$ cat src/design/bcp_pkg.sv
// Shared types and constants for the bandwidth credit pacer.
`default_nettype none
package bcp_pkg;

   localparam logic [63:0] ALL_ONES      = 64'hFFFF_FFFF_FFFF_FFFF;
   localparam logic [63:0] NS_PER_US     = 64'd1000;
   localparam logic [63:0] BYTE_NS_DENOM = 64'd8000000000;
   localparam logic [63:0] SEND_CLAMP    = 64'h0000_0000_8000_0000;

   localparam logic [1:0] KIND_QUERY = 2'd0;
   localparam logic [1:0] KIND_SEND  = 2'd1;
   localparam logic [1:0] KIND_CLEAR = 2'd2;

   localparam logic CSR_RATE   = 1'b0;
   localparam logic CSR_WINDOW = 1'b1;

   typedef struct packed {
      logic        start;
      logic        op_div;
      logic [63:0] a;
      logic [63:0] b;
   } arith_ctl_type;

endpackage
`default_nettype wire

$ cat src/design/bcp_arith.sv
// Shared bit-serial unit: 64x64 shift-add multiply or 64/64 restoring divide.
`default_nettype none
module bcp_arith (
   input  wire logic                   clock,
   input  wire logic                   reset,
   input  wire bcp_pkg::arith_ctl_type ctl,
   output logic                        busy,
   output logic [63:0]                 res_hi,
   output logic [63:0]                 res_lo
);

   logic        busy_ff, busy_in;
   logic [5:0]  cnt_ff, cnt_in;
   logic        div_ff, div_in;
   logic [63:0] a_ff, a_in;
   logic [63:0] b_ff, b_in;
   logic [63:0] hi_ff, hi_in;
   logic [63:0] lo_ff, lo_in;

   logic [64:0] mul_sum;
   logic [64:0] div_sh;
   logic [64:0] div_dif;

   always_comb begin
      mul_sum = {1'b0, hi_ff} + (lo_ff[0] ? {1'b0, a_ff} : 65'd0);
      div_sh  = {hi_ff, lo_ff[63]};
      div_dif = div_sh - {1'b0, b_ff};

      busy_in = busy_ff;
      cnt_in  = cnt_ff;
      div_in  = div_ff;
      a_in    = a_ff;
      b_in    = b_ff;
      hi_in   = hi_ff;
      lo_in   = lo_ff;

      if (ctl.start) begin
         busy_in = 1'b1;
         cnt_in  = '0;
         div_in  = ctl.op_div;
         a_in    = ctl.a;
         b_in    = ctl.b;
         hi_in   = '0;
         lo_in   = ctl.op_div ? ctl.a : ctl.b;
      end else if (busy_ff) begin
         cnt_in = cnt_ff + 6'd1;
         if (cnt_ff == 6'd63) begin
            busy_in = 1'b0;
         end
         if (div_ff) begin
            if (div_sh >= {1'b0, b_ff}) begin
               hi_in = div_dif[63:0];
               lo_in = {lo_ff[62:0], 1'b1};
            end else begin
               hi_in = div_sh[63:0];
               lo_in = {lo_ff[62:0], 1'b0};
            end
         end else begin
            hi_in = mul_sum[64:1];
            lo_in = {mul_sum[0], lo_ff[63:1]};
         end
      end
   end

   always_ff @(posedge clock) begin
      if (reset) begin
         busy_ff <= 1'b0;
         cnt_ff  <= '0;
      end else begin
         busy_ff <= busy_in;
         cnt_ff  <= cnt_in;
      end
      div_ff <= div_in;
      a_ff   <= a_in;
      b_ff   <= b_in;
      hi_ff  <= hi_in;
      lo_ff  <= lo_in;
   end

   assign busy   = busy_ff;
   assign res_hi = hi_ff;
   assign res_lo = lo_ff;

endmodule
`default_nettype wire

$ cat src/design/bandwidth_credit_pacer_unit.sv
// Top level of the bandwidth credit pacer: sequencer, state and handshakes.
// Each multiply or divide runs on one shared bit-serial unit; the sequencer waits until the
// unit is no longer busy and then resumes. A request takes one unit operation per step: up to 9
// steps for a query in normal mode; unlimited-rate queries go straight to the response without
// using the unit; clear requests only reset the credit base.
// One request is in flight at a time; the next is taken once the last one is done and any response delivered.
// Synchronous reset clears the credit base and both configuration registers.
`default_nettype none
module bandwidth_credit_pacer_unit (
   input  wire logic        clock,
   input  wire logic        reset,
   input  wire logic        req_valid,
   output logic             req_stall,
   input  wire logic [1:0]  req_kind,
   input  wire logic [63:0] req_size_bytes,
   input  wire logic [54:0] req_now_usec,
   input  wire logic [15:0] req_mtu,
   output logic             rsp_valid,
   input  wire logic        rsp_stall,
   output logic [63:0]      rsp_allowed_bytes,
   output logic [54:0]      rsp_delay_usec,
   input  wire logic        csr_write_enable,
   input  wire logic        csr_index,
   input  wire logic [63:0] csr_write_data
);

   typedef enum logic [18:0] {
      S_IDLE  = 19'h00001,
      S_WAIT  = 19'h00002,
      S_NOW   = 19'h00004,
      S_WIN   = 19'h00008,
      S_BUD   = 19'h00010,
      S_STR   = 19'h00020,
      S_PATH  = 19'h00040,
      S_MD1   = 19'h00080,
      S_MD2   = 19'h00100,
      S_D1    = 19'h00200,
      S_D2    = 19'h00400,
      S_AL1   = 19'h00800,
      S_AL2   = 19'h01000,
      S_NEED  = 19'h02000,
      S_NEED1 = 19'h04000,
      S_NEED2 = 19'h08000,
      S_EARL  = 19'h10000,
      S_CEIL  = 19'h20000,
      S_OUT   = 19'h40000
   } state_type;

   function automatic logic [63:0] sat_add(input logic [63:0] a, input logic [63:0] b);
      logic [64:0] s;
      s = {1'b0, a} + {1'b0, b};
      return s[64] ? bcp_pkg::ALL_ONES : s[63:0];
   endfunction

   function automatic logic [63:0] max64(input logic [63:0] a, input logic [63:0] b);
      return (a > b) ? a : b;
   endfunction

   state_type   state_ff, state_in;
   state_type   ret_ff, ret_in;
   logic [63:0] rate_ff, rate_in;
   logic [63:0] window_ff, window_in;
   logic [63:0] base_ff, base_in;
   logic [1:0]  kind_ff, kind_in;
   logic [63:0] size_ff, size_in;
   logic [15:0] mtu_ff, mtu_in;
   logic [63:0] now_ns_ff, now_ns_in;
   logic [63:0] wns_ff, wns_in;
   logic        strict_ff, strict_in;
   logic [63:0] md_ff, md_in;
   logic [63:0] eff_ff, eff_in;
   logic [63:0] need_ff, need_in;
   logic [63:0] allowed_ff, allowed_in;
   logic [54:0] delay_ff, delay_in;

   bcp_pkg::arith_ctl_type arith_ctl;
   logic        arith_busy;
   logic [63:0] res_hi;
   logic [63:0] res_lo;

   logic [63:0] prod_val;
   logic [63:0] size_cl;
   logic [63:0] wfloor;
   logic [63:0] eff_q;
   logic [63:0] earl;
   logic [63:0] strict_floor;
   logic [63:0] dly_sum;

   bcp_arith u_arith (
      .clock  (clock),
      .reset  (reset),
      .ctl    (arith_ctl),
      .busy   (arith_busy),
      .res_hi (res_hi),
      .res_lo (res_lo)
   );

   always_comb begin
      prod_val     = (res_hi != 64'd0) ? bcp_pkg::ALL_ONES : res_lo;
      size_cl      = (size_ff > bcp_pkg::SEND_CLAMP) ? bcp_pkg::SEND_CLAMP : size_ff;
      wfloor       = (now_ns_ff >= wns_ff) ? now_ns_ff - wns_ff : 64'd0;
      eff_q        = (window_ff == 64'd0) ? base_ff : max64(base_ff, wfloor);
      earl         = sat_add(eff_ff, need_ff);
      strict_floor = (now_ns_ff >= md_ff) ? now_ns_ff - md_ff : 64'd0;
      dly_sum      = res_lo + {63'd0, (res_hi != 64'd0)};

      state_in   = state_ff;
      ret_in     = ret_ff;
      rate_in    = rate_ff;
      window_in  = window_ff;
      base_in    = base_ff;
      kind_in    = kind_ff;
      size_in    = size_ff;
      mtu_in     = mtu_ff;
      now_ns_in  = now_ns_ff;
      wns_in     = wns_ff;
      strict_in  = strict_ff;
      md_in      = md_ff;
      eff_in     = eff_ff;
      need_in    = need_ff;
      allowed_in = allowed_ff;
      delay_in   = delay_ff;
      arith_ctl  = '0;

      if (csr_write_enable) begin
         unique case (csr_index)
            bcp_pkg::CSR_RATE:   rate_in   = csr_write_data;
            bcp_pkg::CSR_WINDOW: window_in = csr_write_data;
            default: ;
         endcase
      end

      unique case (state_ff)
         S_IDLE: begin
            if (req_valid) begin
               kind_in   = req_kind;
               size_in   = req_size_bytes;
               mtu_in    = req_mtu;
               case (req_kind)
                  bcp_pkg::KIND_QUERY: begin
                     if (rate_ff == 64'd0) begin
                        allowed_in = bcp_pkg::ALL_ONES;
                        delay_in   = '0;
                        state_in   = S_OUT;
                     end else begin
                        arith_ctl = '{1'b1, 1'b0, {9'd0, req_now_usec}, bcp_pkg::NS_PER_US};
                        ret_in    = S_NOW;
                        state_in  = S_WAIT;
                     end
                  end
                  bcp_pkg::KIND_SEND: begin
                     if (rate_ff != 64'd0 && req_size_bytes != 64'd0) begin
                        arith_ctl = '{1'b1, 1'b0, {9'd0, req_now_usec}, bcp_pkg::NS_PER_US};
                        ret_in    = S_NOW;
                        state_in  = S_WAIT;
                     end
                  end
                  bcp_pkg::KIND_CLEAR: base_in = '0;
                  default: ;
               endcase
            end
         end
         S_WAIT: begin
            if (!arith_busy) begin
               state_in = ret_ff;
            end
         end
         S_NOW: begin
            now_ns_in = prod_val;
            arith_ctl = '{1'b1, 1'b0, window_ff, bcp_pkg::NS_PER_US};
            ret_in    = S_WIN;
            state_in  = S_WAIT;
         end
         S_WIN: begin
            wns_in = prod_val;
            if (mtu_ff != 16'd0) begin
               arith_ctl = '{1'b1, 1'b0, prod_val, rate_ff};
               ret_in    = S_BUD;
               state_in  = S_WAIT;
            end else begin
               strict_in = 1'b0;
               state_in  = S_PATH;
            end
         end
         S_BUD: begin
            arith_ctl = '{1'b1, 1'b1, prod_val, bcp_pkg::BYTE_NS_DENOM};
            ret_in    = S_STR;
            state_in  = S_WAIT;
         end
         S_STR: begin
            strict_in = res_lo < {48'd0, mtu_ff};
            state_in  = S_PATH;
         end
         S_PATH: begin
            state_in = S_WAIT;
            if (strict_ff) begin
               arith_ctl = '{1'b1, 1'b0, {48'd0, mtu_ff}, bcp_pkg::BYTE_NS_DENOM};
               ret_in    = S_MD1;
            end else if (kind_ff == bcp_pkg::KIND_SEND) begin
               arith_ctl = '{1'b1, 1'b0, size_cl, bcp_pkg::BYTE_NS_DENOM};
               ret_in    = S_D1;
            end else begin
               eff_in    = eff_q;
               arith_ctl = '{1'b1, 1'b0,
                             (now_ns_ff > eff_q) ? now_ns_ff - eff_q : 64'd0, rate_ff};
               ret_in    = S_AL1;
            end
         end
         S_MD1: begin
            arith_ctl = '{1'b1, 1'b1, res_lo, rate_ff};
            ret_in    = S_MD2;
            state_in  = S_WAIT;
         end
         S_MD2: begin
            md_in = res_lo;
            if (kind_ff == bcp_pkg::KIND_SEND) begin
               arith_ctl = '{1'b1, 1'b0, size_cl, bcp_pkg::BYTE_NS_DENOM};
               ret_in    = S_D1;
               state_in  = S_WAIT;
            end else if (now_ns_ff >= base_ff && (now_ns_ff - base_ff) >= res_lo) begin
               allowed_in = {48'd0, mtu_ff};
               delay_in   = '0;
               state_in   = S_OUT;
            end else begin
               allowed_in = '0;
               delay_in   = '0;
               eff_in     = base_ff;
               need_in    = res_lo;
               state_in   = (size_ff == 64'd0) ? S_OUT : S_EARL;
            end
         end
         S_D1: begin
            arith_ctl = '{1'b1, 1'b1, res_lo, rate_ff};
            ret_in    = S_D2;
            state_in  = S_WAIT;
         end
         S_D2: begin
            if (strict_ff) begin
               base_in = sat_add(max64(base_ff, strict_floor), max64(res_lo, md_ff));
            end else if (window_ff == 64'd0) begin
               base_in = sat_add(max64(base_ff, now_ns_ff), res_lo);
            end else begin
               base_in = sat_add(max64(base_ff, wfloor), res_lo);
            end
            state_in = S_IDLE;
         end
         S_AL1: begin
            if (res_hi != 64'd0) begin
               allowed_in = bcp_pkg::ALL_ONES;
               state_in   = S_NEED;
            end else begin
               arith_ctl = '{1'b1, 1'b1, res_lo, bcp_pkg::BYTE_NS_DENOM};
               ret_in    = S_AL2;
               state_in  = S_WAIT;
            end
         end
         S_AL2: begin
            allowed_in = res_lo;
            state_in   = S_NEED;
         end
         S_NEED: begin
            if (size_ff == 64'd0) begin
               delay_in = '0;
               state_in = S_OUT;
            end else begin
               arith_ctl = '{1'b1, 1'b0, size_ff, bcp_pkg::BYTE_NS_DENOM};
               ret_in    = S_NEED1;
               state_in  = S_WAIT;
            end
         end
         S_NEED1: begin
            if (res_hi != 64'd0) begin
               need_in  = bcp_pkg::ALL_ONES;
               state_in = S_EARL;
            end else begin
               arith_ctl = '{1'b1, 1'b1, res_lo, rate_ff};
               ret_in    = S_NEED2;
               state_in  = S_WAIT;
            end
         end
         S_NEED2: begin
            need_in  = res_lo;
            state_in = S_EARL;
         end
         S_EARL: begin
            if (earl > now_ns_ff) begin
               arith_ctl = '{1'b1, 1'b1, earl - now_ns_ff, bcp_pkg::NS_PER_US};
               ret_in    = S_CEIL;
               state_in  = S_WAIT;
            end else begin
               delay_in = '0;
               state_in = S_OUT;
            end
         end
         S_CEIL: begin
            delay_in = dly_sum[54:0];
            state_in = S_OUT;
         end
         S_OUT: begin
            if (!rsp_stall) begin
               state_in = S_IDLE;
            end
         end
         default: state_in = S_IDLE;
      endcase
   end

   always_ff @(posedge clock) begin
      if (reset) begin
         state_ff  <= S_IDLE;
         ret_ff    <= S_IDLE;
         rate_ff   <= '0;
         window_ff <= '0;
         base_ff   <= '0;
      end else begin
         state_ff  <= state_in;
         ret_ff    <= ret_in;
         rate_ff   <= rate_in;
         window_ff <= window_in;
         base_ff   <= base_in;
      end
      kind_ff    <= kind_in;
      size_ff    <= size_in;
      mtu_ff     <= mtu_in;
      now_ns_ff  <= now_ns_in;
      wns_ff     <= wns_in;
      strict_ff  <= strict_in;
      md_ff      <= md_in;
      eff_ff     <= eff_in;
      need_ff    <= need_in;
      allowed_ff <= allowed_in;
      delay_ff   <= delay_in;
   end

   assign req_stall         = (state_ff != S_IDLE);
   assign rsp_valid         = (state_ff == S_OUT);
   assign rsp_allowed_bytes = allowed_ff;
   assign rsp_delay_usec    = delay_ff;

   // the unit is never restarted while an operation is in progress
   a_no_restart: assert property (@(posedge clock) disable iff (reset)
      arith_ctl.start |-> !arith_busy)
      else $error("arith unit restarted while busy");

   a_wait_return: assert property (@(posedge clock) disable iff (reset)
      (state_ff == S_WAIT && !arith_busy) |=> (state_ff == $past(ret_ff)))
      else $error("sequencer did not resume after unit finished");

   a_one_in_flight: assert property (@(posedge clock) disable iff (reset)
      !req_stall |-> !rsp_valid)
      else $error("request taken while a response is pending");

endmodule
`default_nettype wire
$ cat config.mk
export PLATFORM = sky130hd
export DESIGN_NAME = bandwidth_credit_pacer_unit
export DESIGN_NICKNAME = d
export VERILOG_FILES = /design/src/design/bcp_pkg.sv /design/src/design/bcp_arith.sv /design/src/design/bandwidth_credit_pacer_unit.sv
export SDC_FILE = /design/constraint.sdc
export NUM_CORES = 2
export LEC_CHECK = 0
export BUFFER_PORTS_ARGS = -buffer_cell sky130_fd_sc_hd__buf_2
export CELL_PAD_IN_SITES_DETAIL_PLACEMENT = 1
export CELL_PAD_IN_SITES_GLOBAL_PLACEMENT = 1
export CORE_UTILIZATION = 40
export DETAILED_ROUTE_END_ITERATION = 8
export GPL_TIMING_DRIVEN = 0
export MAX_ROUTING_LAYER = met4
export PLACE_DENSITY = 0.84
export SLEW_MARGIN = 20
export SYNTH_ARGS = -nofsm -noshare
export SYNTH_HDL_FRONTEND = slang
export SYNTH_HIERARCHICAL = 1
export SYNTH_SLANG_ARGS = --single-unit
$ cat constraint.sdc
create_clock -name clock -period 14.2 [get_ports clock]
set_clock_uncertainty 0.1 [all_clocks]
set_input_delay 2.13 -clock clock [delete_from_list [all_inputs] [get_ports clock]]
set_output_delay 2.13 -clock clock [all_outputs]
set_load 0.1 [all_outputs]
==> metrics.yaml <==
status:
  status: "complete, no violations"
logic_synthesis:
  synth_flop_cell: "edfxtp_1"
  synth_mux_area_share_pct: 1.48
  synth-adder-area-share_pct: 13.5
  postSynthAreaPerCell_um2: 8.20
  syn_inst: 11200
  ys_types: 112
  async_flop_share_pct: 0
  synth_top_family_by_area: "compound AO/OA/AOI/OAI gates"
  synth_compound_area_share_pct: 25.0
  synth-edff-count: 715
  synth_top_area_cell: "edfxtp_1"
  yosysSeqAreaShare_pct: 29.8
  yosys.area_share.simple_pct: 19.1
  synthXorXnorAreaFrac_pct: 6.46
  syn_nets: 12400
  ys.warnings.count: 6
  syn-cell-area_mm2: 0.0919
  ys_seq_elements: 1011
  synth_top_cell_area_share_pct: 23.4
  ys_top_cells_by_area: "edfxtp_1, ha_1, dfxtp_1"
clock_network:
  cts_made_buffers: 121
  clockBufferDepth: 3
  cts_tree: "built"
  insertion_delay_ns: 0.86
  cts_sinks: 1011
  cts_root_buf: "clkbuf_16"
  h-tree-depth: 3
  clk_pin_slew_ns: 0.06
min_path:
  min_from: "ret_ff[11]"
  min_to: "ret_ff[11]"
  holdPathStages: 2
  hold_path_class: "flip-flop to flip-flop"
power:
  p_total_mw: 9.88
  peakVddDrop_v: 0.000115
  leakagePower_nw: 42.8
  power.density_mw_per_mm2: 95.3
worst_setup_path:
  startpoint: "base_ff[1]"
  critPathMaxStageDelay_ns: 0.78
  cpMaxStageDelayCell: "o41ai_2"
  r2r_end: "base_ff[3]"
  critPathKind: "flip-flop to flip-flop"
  reg2reg_depth: 38
  cp_max_fo: 10
  r2r-start: "base_ff[1]"
  cp.arrival_ns: 14.74
  startpoint_type: "flip-flop"
  cp-end-kind: "flip-flop"
  critPathMostFrequentCell: "a21oi_1"
  worstPathRequired_ns: 14.83
  ff2ff_setup_slack_ns: 0.09
global_routing:
  grt-ovfl-total: 0
  use_met2_pct: 67.5
  grt_pass1_wl_um: 716000
  use_met1_pct: 55.1
  grt_usage_pct: 44.8
  antenna_found_initial: 32
  grt.met3_usage_pct: 6.22
  first_global_vias: 96100
  globalRoute.busiestLayer: "met2"
  grt_max_degree: 71
die:
  io_pins: 328
  initial_utilization_pct: 40.3
  die_y_um: 481
  die-area_mm2: 0.232
  core-area_mm2: 0.228
  fp-row-count: 175
  dieWidth_um: 481
placement:
  io_buffers: 327
  placed_area_mm2: 0.0985
  place.gp.congestion: 1.10
  dp_hpwl_um: 438000
  dp_cells: 14600
flow_run:
  maxCapViolations: 0
layout:
  num-nets-final: 13000
  fin_cells: 14900
  layout_commonest_cell: "nand2_1"
  drive_above_1_share_pct: 8.59
  final_cell_mix: "nand2_1, a21oi_1, ha_1"
  fillers: 27300
  fin_area_mm2: 0.104
  area_delta_synth_final_pct: 12.8
timing:
  slew_headroom_pct: 11.1
  maxSlewViolCount: 0
  period_share_pct: 99.4
  tns_ns: 0
  fmax_mhz: 70.9
  period_needed_ns: 14.11
  setup_violations: 0
  worstMarginPinSlew_ns: 1.33
  holdWs_ns: 0.351
  hold_viol_final: 0
route:
  wl_per_cell_um: 34.9
  drc: 0
  vias: 96500
  postRouteAntennaNets: 0
  routed_wl_um: 520000
  firstDrtPassIters: 7
  first_iter_violations: 10800
  vias_per_cell: 6.47
==> stage by stage <==
step / worst slack, ns / util (%)
2_1_floorplan: 0.795 / -
3_3_place_gp: -8.76 / 42.7
3_5_place_dp: -5.62 / 43.2
4_1_cts: 0.0530 / 45.3
5_1_grt: -0.00749 / 45.5
6_report: 0.0913 / 45.5
==> cell type report <==
type | instances | area (µm²) | area share [%]
multi-input cells | 9065 | 60700 | 58.5
flip-flops and latches | 1011 | 27400 | 26.4
plain buffers | 519 | 2160 | 2.08
well taps | 3009 | 3760 | 3.63
clock buffers | 159 | 3320 | 3.20
inverters | 613 | 2320 | 2.24
clock inverters | 73 | 942 | 0.909
repair buffers | 452 | 3050 | 2.94
diodes | 13 | 32.5 | 0.0314
==> synth_stat cells, types with 59 or more instances <==
| cell | n |
|---|---|
| nand2_1 | 1458 |
| a21oi_1 | 1159 |
| ha_1 | 957 |
| o21ai_0 | 807 |
| edfxtp_1 | 715 |
| inv_1 | 610 |
| nor2_1 | 581 |
| a21o_1 | 464 |
| clkbuf_1 | 460 |
| xnor2_1 | 447 |
| dfxtp_1 | 296 |
| nand4_1 | 231 |
| xor2_1 | 229 |
| nor2b_1 | 205 |
| nand3_1 | 180 |
| and2_1 | 175 |
| nand2b_1 | 161 |
| nor4_1 | 154 |
| nor3_1 | 152 |
| a211oi_1 | 151 |
| o21bai_1 | 123 |
| mux2i_1 | 118 |
| or2_2 | 114 |
| o21a_1 | 90 |
| o221ai_1 | 90 |
| a31oi_1 | 89 |
| a22oi_1 | 79 |
| and3_1 | 67 |
| a221oi_1 | 59 |
==> repair_timing <==
action | in CTS | in global routing
hold buffers | 0 | 0
gates cloned | 0 | 0
setup endpoints to repair | 192 | 241
buffers inserted | 17 | 34
resized for setup | 91 | 40
pin swaps | 6 | 5
==> worst max-delay path, delay by kind of cell (launching register included) <==
kind / cells / cell delay, ns
AOI/OAI and AO/OA: 29 / 9.59
adders and majority gates: 2 / 0.85
buffers and inverters: 4 / 2.25
DFF: 1 / 0.73
and+or+nand+nor: 3 / 0.38
==> kinds of logic (layout without fill, tap and decap cells) <==
group	count (synthesis)	count (layout)
DFF	1011	1011
buffers and inverters	1138	1816
muxes	133	133
AOI/OAI and AO/OA	3623	3623
other	0	13
and+or+nand+nor	3645	3645
xor gates and xnor gates	677	677
adders and majority gates	987	987
==> report_power, final <==
part	leakage, nW	internal [mW]	total, mW	switching (mW)
Sequential	8.53	3.31	3.68	0.365
Clock	2.05	1.94	3.46	1.52
Combinational	32.2	0.868	2.74	1.88
Total	42.8	6.12	9.88	3.76
==> worst max path at each step <==
stage | depth (start not counted) | end | slack [ns]
final | 38 | base_ff[3] | 0.09
after global routing | 50 | u_arith/res_lo[63] | -0.007
after detailed placement | 49 | base_ff[18] | -5.62
after global placement | 35 | rsp_delay_usec[24] | -8.76
after floorplan | 36 | need_ff[0] | 0.80
after CTS | 63 | base_ff[17] | 0.05
==> per-layer routing <==
metal / share of wire, % / wire, µm / vias up
li1: - / - / 42300
met1: 40 / 209000 / 48000
met2: 43 / 224000 / 4820
met3: 8.0 / 41600 / 1305
met4: 8.7 / 45400 / 0
met5: 0 / 0 / -
Power figures use the tool's default switching activity.
